--- config.mk ---
export PLATFORM = sky130hd
export DESIGN_NAME = tpe_walk
export DESIGN_NICKNAME = d
export VERILOG_FILES = /design/src/tpe_pkg.sv /design/src/tpe_walk.sv
export SDC_FILE = /design/constraint.sdc
export NUM_CORES = 1
export LEC_CHECK = 0
export BUFFER_PORTS_ARGS = -buffer_cell sky130_fd_sc_hd__buf_2
export CORE_ASPECT_RATIO = 0.5
export CORE_MARGIN = 4
export CORE_UTILIZATION = 44
export CTS_CLUSTER_DIAMETER = 60
export DETAILED_ROUTE_END_ITERATION = 6
export GPL_ROUTABILITY_DRIVEN = 0
export PLACE_DENSITY = 0.77
export SETUP_SLACK_MARGIN = 0.02
export SYNTH_ARGS = -nofsm -noshare
export SYNTH_HDL_FRONTEND = slang
export SYNTH_SLANG_ARGS = --single-unit
--- constraint.sdc ---
create_clock -name aclk -period 7.85 [get_ports aclk]
set_input_delay 1.1775 -clock aclk [delete_from_list [all_inputs] [get_ports aclk]]
set_output_delay 1.1775 -clock aclk [all_outputs]
set_load 0.01 [all_outputs]
--- src/tpe_pkg.sv ---
`default_nettype none

package tpe_pkg;

    // Table pool geometry.
    localparam int TABLE_FRAMES      = 16;
    localparam int ENTRIES_PER_TABLE = 512;
    localparam int IDX_W             = $clog2(ENTRIES_PER_TABLE);
    localparam int FRAME_W           = $clog2(TABLE_FRAMES);
    localparam int NFF_W             = $clog2(TABLE_FRAMES + 1);
    localparam int ADDR_W            = FRAME_W + IDX_W;
    localparam int DEPTH             = TABLE_FRAMES * ENTRIES_PER_TABLE;

    // Field widths.
    localparam int DESC_W    = 64;
    localparam int VA_W      = 39;
    localparam int PA_W      = 48;
    localparam int OFS_W     = 12;
    localparam int PAGE_W    = PA_W - OFS_W;
    localparam int HI_PAD_W  = DESC_W - PA_W;

    // Descriptor attribute bits in the low 12 bits.
    localparam logic [OFS_W-1:0] D_VALID    = 12'h001;
    localparam logic [OFS_W-1:0] D_TABLE    = 12'h002;
    localparam logic [OFS_W-1:0] D_ATTR     = 12'h004;
    localparam logic [OFS_W-1:0] D_SH_INNER = 12'h300;
    localparam logic [OFS_W-1:0] D_AF       = 12'h400;

    // Request codes.
    localparam logic [1:0] REQ_MAP       = 2'd0;
    localparam logic [1:0] REQ_UNMAP     = 2'd1;
    localparam logic [1:0] REQ_TRANSLATE = 2'd2;

    typedef enum logic [2:0] {
        ST_OK          = 3'd0,
        ST_NOT_MAPPED  = 3'd1,
        ST_BLOCK_LEAF  = 3'd2,
        ST_EXHAUSTED   = 3'd3,
        ST_NOT_PRESENT = 3'd4
    } status_t;

    typedef struct packed {
        logic [1:0]      req_type;
        logic [VA_W-1:0] virt_addr;
        logic [PA_W-1:0] phys_addr;
        logic [2:0]      access_flags;
    } req_t;

    typedef struct packed {
        status_t           status;
        logic [PA_W-1:0]   translated_addr;
        logic [DESC_W-1:0] leaf_descriptor;
    } res_t;

    // Low attribute bits of a page descriptor, AP taken from the user and writable flags.
    function automatic logic [OFS_W-1:0] page_attrs(input logic [2:0] flags);
        logic [1:0] ap;
        if (flags[2]) begin
            ap = flags[1] ? 2'b01 : 2'b11;
        end else begin
            ap = flags[1] ? 2'b00 : 2'b10;
        end
        return D_VALID | D_TABLE | D_AF | D_SH_INNER | D_ATTR | {4'b0000, ap, 6'b000000};
    endfunction

    // Table descriptor that links to the given frame.
    function automatic logic [DESC_W-1:0] table_desc(input logic [FRAME_W-1:0] frame);
        return {{HI_PAD_W{1'b0}}, PAGE_W'(frame), D_VALID | D_TABLE};
    endfunction

endpackage

`default_nettype wire

--- src/tpe_walk.sv ---
`default_nettype none

module tpe_walk (
    input  wire logic                            aclk,
    input  wire logic                            aresetn,
    input  wire logic                            req_valid,
    output logic                                 req_ready,
    input  wire tpe_pkg::req_t                   req,
    output logic                                 res_valid,
    input  wire logic                            res_ready,
    output tpe_pkg::res_t                        res,
    output logic                                 ram_we,
    output logic [tpe_pkg::ADDR_W-1:0]           ram_waddr,
    output logic [tpe_pkg::DESC_W-1:0]           ram_wdata,
    output logic                                 ram_re,
    output logic [tpe_pkg::ADDR_W-1:0]           ram_raddr,
    input  wire logic [tpe_pkg::DESC_W-1:0]      ram_rdata
);

    typedef enum logic [2:0] {
        S_CLEAR,
        S_IDLE,
        S_RD1,
        S_RD2,
        S_RD3,
        S_LEAF,
        S_DONE
    } state_t;

    state_t                           state_reg, state_next;
    logic [tpe_pkg::ADDR_W-1:0]       clr_cnt_reg, clr_cnt_next;
    logic [tpe_pkg::NFF_W-1:0]        nff_reg, nff_next;
    logic [1:0]                       op_reg, op_next;
    logic [tpe_pkg::VA_W-1:0]         va_reg, va_next;
    logic [tpe_pkg::PAGE_W-1:0]       pa_reg, pa_next;
    logic [2:0]                       flags_reg, flags_next;
    logic [tpe_pkg::FRAME_W-1:0]      frame_reg, frame_next;
    tpe_pkg::res_t                    res_reg, res_next;

    logic [tpe_pkg::IDX_W-1:0] i1, i2, i3;
    logic                      d_valid, d_table, d_out_of_pool, pool_empty;
    logic [tpe_pkg::FRAME_W-1:0] d_frame, alloc_frame;

    assign i1 = va_reg[38:30];
    assign i2 = va_reg[29:21];
    assign i3 = va_reg[20:12];

    // Decode of the descriptor just read.
    assign d_valid       = ram_rdata[0];
    assign d_table       = ram_rdata[1];
    assign d_out_of_pool = ram_rdata[47:12] >= tpe_pkg::PAGE_W'(tpe_pkg::TABLE_FRAMES);
    assign d_frame       = ram_rdata[12 +: tpe_pkg::FRAME_W];
    assign pool_empty    = nff_reg >= tpe_pkg::NFF_W'(tpe_pkg::TABLE_FRAMES);
    assign alloc_frame   = nff_reg[tpe_pkg::FRAME_W-1:0];

    assign req_ready = (state_reg == S_IDLE);
    assign res_valid = (state_reg == S_DONE);
    assign res       = res_reg;

    // Walk sequencer: one descriptor read per level, writes alongside.
    always_comb begin
        logic [tpe_pkg::FRAME_W-1:0] parent;
        logic [tpe_pkg::FRAME_W-1:0] child;
        logic [tpe_pkg::IDX_W-1:0]   cur_idx;
        logic                        descend;

        state_next   = state_reg;
        clr_cnt_next = clr_cnt_reg;
        nff_next     = nff_reg;
        op_next      = op_reg;
        va_next      = va_reg;
        pa_next      = pa_reg;
        flags_next   = flags_reg;
        frame_next   = frame_reg;
        res_next     = res_reg;
        ram_we       = 1'b0;
        ram_waddr    = '0;
        ram_wdata    = '0;
        ram_re       = 1'b0;
        ram_raddr    = '0;
        parent       = (state_reg == S_RD1) ? '0 : frame_reg;
        cur_idx      = (state_reg == S_RD1) ? i1 : i2;
        child        = d_frame;
        descend      = 1'b0;

        case (state_reg)
            S_CLEAR: begin
                ram_we       = 1'b1;
                ram_waddr    = clr_cnt_reg;
                clr_cnt_next = clr_cnt_reg + tpe_pkg::ADDR_W'(1);
                if (clr_cnt_reg == tpe_pkg::ADDR_W'(tpe_pkg::DEPTH - 1)) begin
                    state_next = S_IDLE;
                end
            end

            S_IDLE: begin
                if (req_valid) begin
                    op_next    = req.req_type;
                    va_next    = req.virt_addr;
                    pa_next    = req.phys_addr[47:12];
                    flags_next = req.access_flags;
                    if (req.req_type inside {tpe_pkg::REQ_MAP, tpe_pkg::REQ_UNMAP,
                                             tpe_pkg::REQ_TRANSLATE}) begin
                        ram_re     = 1'b1;
                        ram_raddr  = {{tpe_pkg::FRAME_W{1'b0}}, req.virt_addr[38:30]};
                        state_next = S_RD1;
                    end else begin
                        res_next   = '{status: tpe_pkg::ST_OK, translated_addr: '0,
                                       leaf_descriptor: '0};
                        state_next = S_DONE;
                    end
                end
            end

            S_RD1, S_RD2: begin
                if (d_valid) begin
                    if (!d_table) begin
                        res_next   = '{status: tpe_pkg::ST_BLOCK_LEAF, translated_addr: '0,
                                       leaf_descriptor: '0};
                        state_next = S_DONE;
                    end else if (d_out_of_pool) begin
                        res_next   = '{status: tpe_pkg::ST_NOT_MAPPED, translated_addr: '0,
                                       leaf_descriptor: '0};
                        state_next = S_DONE;
                    end else begin
                        descend = 1'b1;
                    end
                end else if (op_reg == tpe_pkg::REQ_MAP) begin
                    if (pool_empty) begin
                        res_next   = '{status: tpe_pkg::ST_EXHAUSTED, translated_addr: '0,
                                       leaf_descriptor: '0};
                        state_next = S_DONE;
                    end else begin
                        // New frame is still zero from the reset sweep.
                        ram_we    = 1'b1;
                        ram_waddr = {parent, cur_idx};
                        ram_wdata = tpe_pkg::table_desc(alloc_frame);
                        nff_next  = nff_reg + tpe_pkg::NFF_W'(1);
                        child     = alloc_frame;
                        descend   = 1'b1;
                    end
                end else begin
                    res_next   = '{status: tpe_pkg::ST_NOT_MAPPED, translated_addr: '0,
                                   leaf_descriptor: '0};
                    state_next = S_DONE;
                end

                if (descend) begin
                    frame_next = child;
                    if (state_reg == S_RD1) begin
                        ram_re     = 1'b1;
                        ram_raddr  = {child, i2};
                        state_next = S_RD2;
                    end else if (op_reg == tpe_pkg::REQ_MAP) begin
                        state_next = S_LEAF;
                    end else begin
                        ram_re     = 1'b1;
                        ram_raddr  = {child, i3};
                        state_next = S_RD3;
                    end
                end
            end

            S_LEAF: begin
                if (flags_reg[0]) begin
                    ram_we     = 1'b1;
                    ram_waddr  = {frame_reg, i3};
                    ram_wdata  = {{tpe_pkg::HI_PAD_W{1'b0}}, pa_reg,
                                  tpe_pkg::page_attrs(flags_reg)};
                    res_next   = '{status: tpe_pkg::ST_OK, translated_addr: '0,
                                   leaf_descriptor: ram_wdata};
                end else begin
                    res_next   = '{status: tpe_pkg::ST_NOT_PRESENT, translated_addr: '0,
                                   leaf_descriptor: '0};
                end
                state_next = S_DONE;
            end

            S_RD3: begin
                if (op_reg == tpe_pkg::REQ_UNMAP) begin
                    ram_we    = 1'b1;
                    ram_waddr = {frame_reg, i3};
                    res_next  = '{status: d_valid ? tpe_pkg::ST_OK : tpe_pkg::ST_NOT_MAPPED,
                                  translated_addr: '0, leaf_descriptor: '0};
                end else if (d_valid) begin
                    res_next  = '{status: tpe_pkg::ST_OK,
                                  translated_addr: {ram_rdata[47:12], va_reg[11:0]},
                                  leaf_descriptor: ram_rdata};
                end else begin
                    res_next  = '{status: tpe_pkg::ST_NOT_MAPPED, translated_addr: '0,
                                  leaf_descriptor: ram_rdata};
                end
                state_next = S_DONE;
            end

            S_DONE: begin
                if (res_ready) begin
                    state_next = S_IDLE;
                end
            end

            default: begin
                state_next = S_IDLE;
            end
        endcase
    end

    // State, allocator and captured request.
    always_ff @(posedge aclk) begin
        if (!aresetn) begin
            state_reg   <= S_CLEAR;
            clr_cnt_reg <= '0;
            nff_reg     <= tpe_pkg::NFF_W'(1);
        end else begin
            state_reg   <= state_next;
            clr_cnt_reg <= clr_cnt_next;
            nff_reg     <= nff_next;
        end
        op_reg    <= op_next;
        va_reg    <= va_next;
        pa_reg    <= pa_next;
        flags_reg <= flags_next;
        frame_reg <= frame_next;
        res_reg   <= res_next;
    end

    // The allocator never runs past the pool.
    a_pool_bound: assert property (@(posedge aclk) disable iff (!aresetn)
        nff_reg <= tpe_pkg::NFF_W'(tpe_pkg::TABLE_FRAMES))
        else $error("allocator ran past the frame pool");

    // The allocator hands out at most one frame per cycle.
    a_alloc_step: assert property (@(posedge aclk) disable iff (!aresetn)
        $past(aresetn) |-> (nff_reg == $past(nff_reg)
                         || nff_reg == $past(nff_reg) + tpe_pkg::NFF_W'(1)))
        else $error("allocator moved by more than one frame");

    // Walk writes only land in frames already handed out.
    a_write_frame: assert property (@(posedge aclk) disable iff (!aresetn)
        (ram_we && state_reg != S_CLEAR) |->
        (tpe_pkg::NFF_W'(ram_waddr[tpe_pkg::ADDR_W-1 -: tpe_pkg::FRAME_W]) < nff_reg))
        else $error("table write outside allocated frames");

    // No item is taken while the reset sweep runs.
    a_clear_blocks: assert property (@(posedge aclk) disable iff (!aresetn)
        (state_reg == S_CLEAR) |-> (!req_ready && !res_valid))
        else $error("request handshake during reset sweep");

endmodule

`default_nettype wire

==> results of run 1 <==
area by class of cell:
class / count / area, um2
Timing Repair Buffer: 341 / 1720
Clock buffer: 27 / 548
Antenna cell: 2 / 5.00
Sequential cell: 220 / 6400
Multi-Input combinational cell: 390 / 2440
Clock inverter: 7 / 81.3
Inverter: 8 / 30.0
Tap cell: 266 / 333
Fill cell: 1623 / 8310
where the power goes:
part | internal (W) | switching [W] | total, W | leakage, nW
Sequential | 0.00127 | 0.00000177 | 0.00127 | 1.99
Clock | 0.000554 | 0.000407 | 0.000961 | 0.307
Combinational | 0.0000329 | 0.0000351 | 0.0000680 | 2.95
cell families (layout without fill, tap and decap cells):
| logic type | Yosys count | after routing | share of synthesized area [%] |
|---|---|---|---|
| AND/OR/NAND/NOR | 245 | 245 | 15.3 |
| buffers and inverters | 66 | 383 | 3.91 |
| adder cells (fa/ha/maj) | 3 | 3 | 0.413 |
| other | 1 | 22 | 0.0412 |
| AO/OA/AOI/OAI | 101 | 101 | 7.79 |
| multiplexers | 6 | 6 | 0.716 |
| flip-flops | 220 | 220 | 70.3 |
| XOR/XNOR | 15 | 15 | 1.44 |
worst reg2reg max path: stages (launching register included):
cell and delay (ns):
edfxtp_1 0.41, or2_0 0.88, nor3_4 0.15, or2_2 0.39, o22ai_4 0.14, buf_4 0.57
buf_4 0.79
path summary, 6_finish.rpt:
path                     start             to  slack (ns)  cells past startpoint
hold / removal      nff_reg[1]     nff_reg[1]        0.54                      2
setup / recovery  ram_rdata[0]  ram_raddr[10]        3.26                      6
hold reg to reg     nff_reg[1]     nff_reg[1]        0.54                      2
setup reg to reg     op_reg[0]        res[35]        4.11                      6
per-layer routing:
metal  part of all wire [%]  vias to the layer above  track usage, %  wire, um
li1                       -                     3035               -         -
met1                     40                     3145            25.3      9800
met2                     51                      244            35.5     12600
met3                    6.2                       43            3.65      1510
met4                    2.6                        0            6.06       634
met5                      0                        -               0         0
stage by stage:
step	instance area (um2)	total power (W)	setup WS, ns
finish	11600	0.00230	3.26
global route	11500	0.00238	3.03
CTS	11500	0.00232	3.24
detailed placement	10900	0.00136	3.23
global placement	10900	0.00136	3.29
floorplan	9160	0.00132	0.0261
placed cells by master (no fill, tap or decap), types with 3 or more instances in the layout:
| cell type | synthesis | final |
|---|---|---|
| edfxtp_1 | 199 | 199 |
| and3_1 | 63 | 63 |
| a22o_1 | 9 | 9 |
| nand4_1 | 6 | 6 |
| a21oi_1 | 22 | 21 |
| buf_4 | 25 | 5 |
| ha_1 | 3 | 3 |
| nand2_1 | 59 | 59 |
| xnor2_1 | 8 | 8 |
| nor3b_1 | 6 | 6 |
| dfxtp_1 | 21 | 21 |
| clkinv_1 | 1 | 4 |
| nor2_1 | 24 | 24 |
| nor4_1 | 7 | 7 |
| mux2_2 | 4 | 4 |
| buf_2 | 11 | 336 |
| a221o_1 | 8 | 8 |
| clkbuf_16 | 0 | 21 |
| and2_1 | 56 | 55 |
| xor2_1 | 7 | 7 |
| inv_1 | 7 | 7 |
| nor2b_1 | 3 | 3 |
| nand3_1 | 4 | 4 |
| o21ai_0 | 13 | 13 |
| a21o_1 | 35 | 35 |
| conb_1 | 1 | 20 |
| clkbuf_1 | 20 | 6 |
==> summary.md, run 1 <==
| Metric | Value |
|---|---|
| Post-layout minimum cycle time | 4.59 ns |
| Number of flip-flops under the largest register name | 115 |
| Number of global-route vias before repair | 6382 |
| Share of synthesized area occupied by flip-flops and latches | 70.3% |
| TritonCTS clock tree | yes |
| Worst-path cell with the longest stage delay | buf_2 |
| Area grow syn2layout | 27.1% |
| Via density per instance | 5.13 |
| Portion of synthesized cell area occupied by the leading cell type | 65.7% |
| IO Count | 369 |
| Gate count of the mapped netlist | 657 |
| Critical path cell sequence | buf_2 > nand4_1 > nor4_4 > o21ai_2 > nor3b_1 > buf_2 |
| # Max-Cap Violations | 0 |
| Area of the core region | 0.0199 mm2 |
| Element type at the critical path end | output port |
| Port Buf Inserts | 336 |
| Netlist Area Pre-Place | 0.00909 mm2 |
| Count of synthesis-stage warnings from yosys | 0 |
| Starting density of the core | 45.8% |
| DRC Markers | 0 |
| Cts repair resizes | 0 |
| DR pass1 iterations | 6 |
| Power density relative to cell area | 199 mW/mm2 |
| Max-slew headroom | 24.6% |
| VDD IR max | 127 uV |
| Final hold vios | 0 |
| Clock tree buffer depth | 3 |
| All-Layer GR Usage | 20.0% |
| Overflow after GRT | 0 |
| HPWL reported at the end of detailed placement | 17600 um |
| Largest net degree at the start of global routing | 113 |
| Critical path launch point type | primary input |
| Proportion of register bits with asynchronous set or reset after synthesis | 0% |
| Final layout net count | 1144 |
| Initial antenna violation count | 1 |
| Final antenna-violating net count | 0 |
| Number of standard cells in the layout, taps in and fillers out | 1261 |
| Outcome | completed |
| Post-Route Hold Slack | 0.538 ns |
| Family of cells with the greatest summed delay on the critical path | simple AND/OR/NAND/NOR gates |
| FP Rows | 36 |
| Number of enable-type register cells in the synthesized netlist | 199 |
| Wire length of the first global-routing pass | 36000 um |
| Number of DRC markers after the initial detailed-route iteration | 535 |
| Synth cell types | 52 |
| # placed instances | 1225 |
| Class of the tightest hold or removal check | register to register |
| Slew Viols, Final | 0 |
| Detailed Route WL | 24500 um |
| Number of hold-repair buffers added at the cts stage | 0 |
| Htree depth | 1 |
| FF+latch count, synth | 220 |
| Sink count of the clock tree | 220 |
| Clock tree root buffer cell | clkbuf_16 |
| Post-route clock skew | 0.00808 ns |
| Post-Syn Area per Cell | 13.8 um2 |
| Overall die area | 0.0232 mm2 |
| Required time at the endpoint of the critical path | 6.67 ns |
| Clk_lat worst skew | 0.49 ns |
| Share of the cycle needed by the critical path after routing | 58.4% |
| Total via count after detailed routing | 6467 |
| Die boundary width | 211 um |
| Ranking of synthesized cells by area | edfxtp_1, dfxtp_1, and3_1, and2_1, a21o_1 |
| Final design utilization | 58.2% |
| Die Height | 110 um |
| Worst slew pin tran | 1.13 ns |
| LEAKAGE | 5.24 nW |
| Total buffers and inverters traversed by the critical path | 2 |
| Commonest cells in the netlist | edfxtp_1, and3_1, nand2_1, and2_1, a21o_1 |
| Count of buffers added by post-CTS timing repair for setup | 0 |
| Area leader, netlist | edfxtp_1 |
| CP max FO | 55 |
| Kind of critical path | primary input to output port |
| Setup repair after global routing missed its margin | false |
| Dominant synthesized flop cell | edfxtp_1 |
| Final count of negative-setup-slack endpoints | 0 |
| Total Negative Setup Slacks | 0 ns |
| Number of buffers added by the clock tree synthesis step | 20 |
| Fraction of final layout cells sized beyond drive strength 1 | 38.8% |
| Clk pin slew, worst setup/hold paths | 0.06 ns |
| Drt wl/cell | 19.5 um |
| Highest clock rate | 218 MHz |
| Biggest cell delay along the critical path | 0.72 ns |
| Cell with the most instances after synthesis | edfxtp_1 |
| Cell mode on critical path | buf_2 |
| Arrival @ worst endpoint | 3.41 ns |
No activity file was read; power rests on OpenSTA's default activity.
==> run 2: changes to the inputs <==
clock period = 3.95 ns   (was 7.85 ns; I/O delays follow)
==> summary.md, run 2 (synthesized netlist as in run 1, its figures left out) <==
| Metric | Value |
|---|---|
| Outcome | completed |
| Class of the tightest hold or removal check | primary input to register |
| Fraction of final layout cells sized beyond drive strength 1 | 39.3% |
| Slew Viols, Final | 0 |
| Required time at the endpoint of the critical path | 3.36 ns |
| Met3 usage | 4.05% |
| IO Count | 369 |
| Htree depth | 1 |
| FP Rows | 36 |
| Hold Crit Start | req[27] |
| Initial antenna violation count | 1 |
| Worst slew pin tran | 1.10 ns |
| Setup repair after global routing missed its margin | false |
| Number of DRC markers after the initial detailed-route iteration | 512 |
| Final count of negative-setup-slack endpoints | 0 |
| Largest net degree at the start of global routing | 113 |
| Overflow after GRT | 0 |
| Max-slew headroom | 27.0% |
| Number of flip-flops under the largest register name | 115 |
| Drt wl/cell | 19.8 um |
| Final antenna-violating net count | 0 |
| Critical path cell sequence | nand2b_1 > nor2_2 > nand2_1 > a21oi_1 > a221o_1 > buf_2 |
| Via density per instance | 5.19 |
| RR Startpoint | state_reg[0] |
| Post-Route Hold Slack | 0.265 ns |
| Highest clock rate | 301 MHz |
| Family of cells with the greatest summed delay on the critical path | simple AND/OR/NAND/NOR gates |
| TritonCTS clock tree | yes |
| Worst-path cell with the longest stage delay | nor2_2 |
| Top library cells by usage in the layout, fill and taps aside | buf_2, edfxtp_1, and3_1, nand2_1, and2_1 |
| Number of buffers added by the clock tree synthesis step | 21 |
| Total Negative Setup Slacks | 0 ns |
| Final layout net count | 1148 |
| Global-route met2 utilization | 37.1% |
| Overall die area | 0.0232 mm2 |
| Total via count after detailed routing | 6576 |
| Final hold vios | 0 |
| Total buffers and inverters traversed by the critical path | 1 |
| DRC Markers | 0 |
| Post-layout minimum cycle time | 3.33 ns |
| Kind of critical path | register to output port |
| Count of buffers added by post-CTS timing repair for setup | 0 |
| Die boundary width | 211 um |
| Clk_lat worst skew | 0.50 ns |
| Die Height | 110 um |
| CP max FO | 18 |
| # Max-Cap Violations | 0 |
| Share of the cycle needed by the critical path after routing | 84.2% |
| Cts repair resizes | 0 |
| Arrival @ worst endpoint | 2.73 ns |
| All-Layer GR Usage | 20.3% |
| DR pass1 iterations | 5 |
| Most crowded layer after global routing | met2 |
| Critical path launch point type | register |
| Area grow syn2layout | 27.2% |
| Met1 track utilization from global routing | 25.3% |
| Detailed Route WL | 25100 um |
| Port Buf Inserts | 336 |
| Sink count of the clock tree | 220 |
| Post-route clock skew | 0.0177 ns |
| Wire length of the first global-routing pass | 36400 um |
| Most common cell after layout, fill and taps aside | buf_2 |
| Power density relative to cell area | 390 mW/mm2 |
| Area of the core region | 0.0199 mm2 |
| LEAKAGE | 5.26 nW |
| Number of global-route vias before repair | 6403 |
| Clk pin slew, worst setup/hold paths | 0.06 ns |
| Startpoint of the most critical setup path | state_reg[1] |
| Worst reg2reg setup slack | 1.44 ns |
| Clock tree buffer depth | 3 |
| Biggest cell delay along the critical path | 0.68 ns |
| Number of hold-repair buffers added at the cts stage | 0 |
| VDD IR max | 278 uV |
| Starting density of the core | 45.8% |
| Clock tree root buffer cell | clkbuf_16 |
| HPWL reported at the end of detailed placement | 18300 um |
| Element type at the critical path end | output port |
run 2: cell types whose count changed in the layout (fill, tap and decap cells not counted), moves of 2 or more:
cell,previous run,this run
clkbuf_8,0,2
clkinv_4,0,2
clkbuf_1,6,4
buf_4,5,8
clkinv_2,2,5
bufinv_16,2,0
run 2: path summary, 6_finish.rpt:
kind | end | cells past startpoint
worst max-delay path | ram_waddr[6] | 6
worst min-delay path | pa_reg[12] | 1
worst max register to register | pa_reg[26] | 3
worst min register to register | nff_reg[1] | 2
run 2: power by group:
| group | switching [W] | internal (W) | leakage, nW |
|---|---|---|---|
| sequential | 0.00000380 | 0.00252 | 1.99 |
| combinational | 0.0000710 | 0.0000661 | 2.96 |
| clock | 0.000835 | 0.00102 | 0.310 |
run 2: layer usage:
metal  part of all wire (%)  wire length [um]
met1                     39              9830
met2                     53             13200
met3                    6.2              1560
met4                    2.0               504
met5                      0                 0
run 2: metrics by stage:
step	instance area [um2]	setup slack (ns)	cells	power [W]	util [%]
2_1_floorplan	9180	0.398	676	0.00262	-
3_3_place_gp	10900	0.764	1228	0.00270	55.1
5_1_grt	11600	0.371	1266	0.00468	58.2
6_report	11600	0.623	1266	0.00451	58.2
3_5_place_dp	10900	0.722	1228	0.00271	55.1
4_1_cts	11600	0.626	1265	0.00455	58.2
run 2: layout make-up:
cell class                      instances  area [um2]
Timing Repair Buffer                  344        1740
Tap cell                              266         333
Clock inverter                         10        53.8
Antenna cell                            1        2.50
Clock buffer                           27         568
Fill cell                            1615        8300
Sequential cell                       220        6400
Multi-Input combinational cell        390        2440
Inverter                                8        30.0
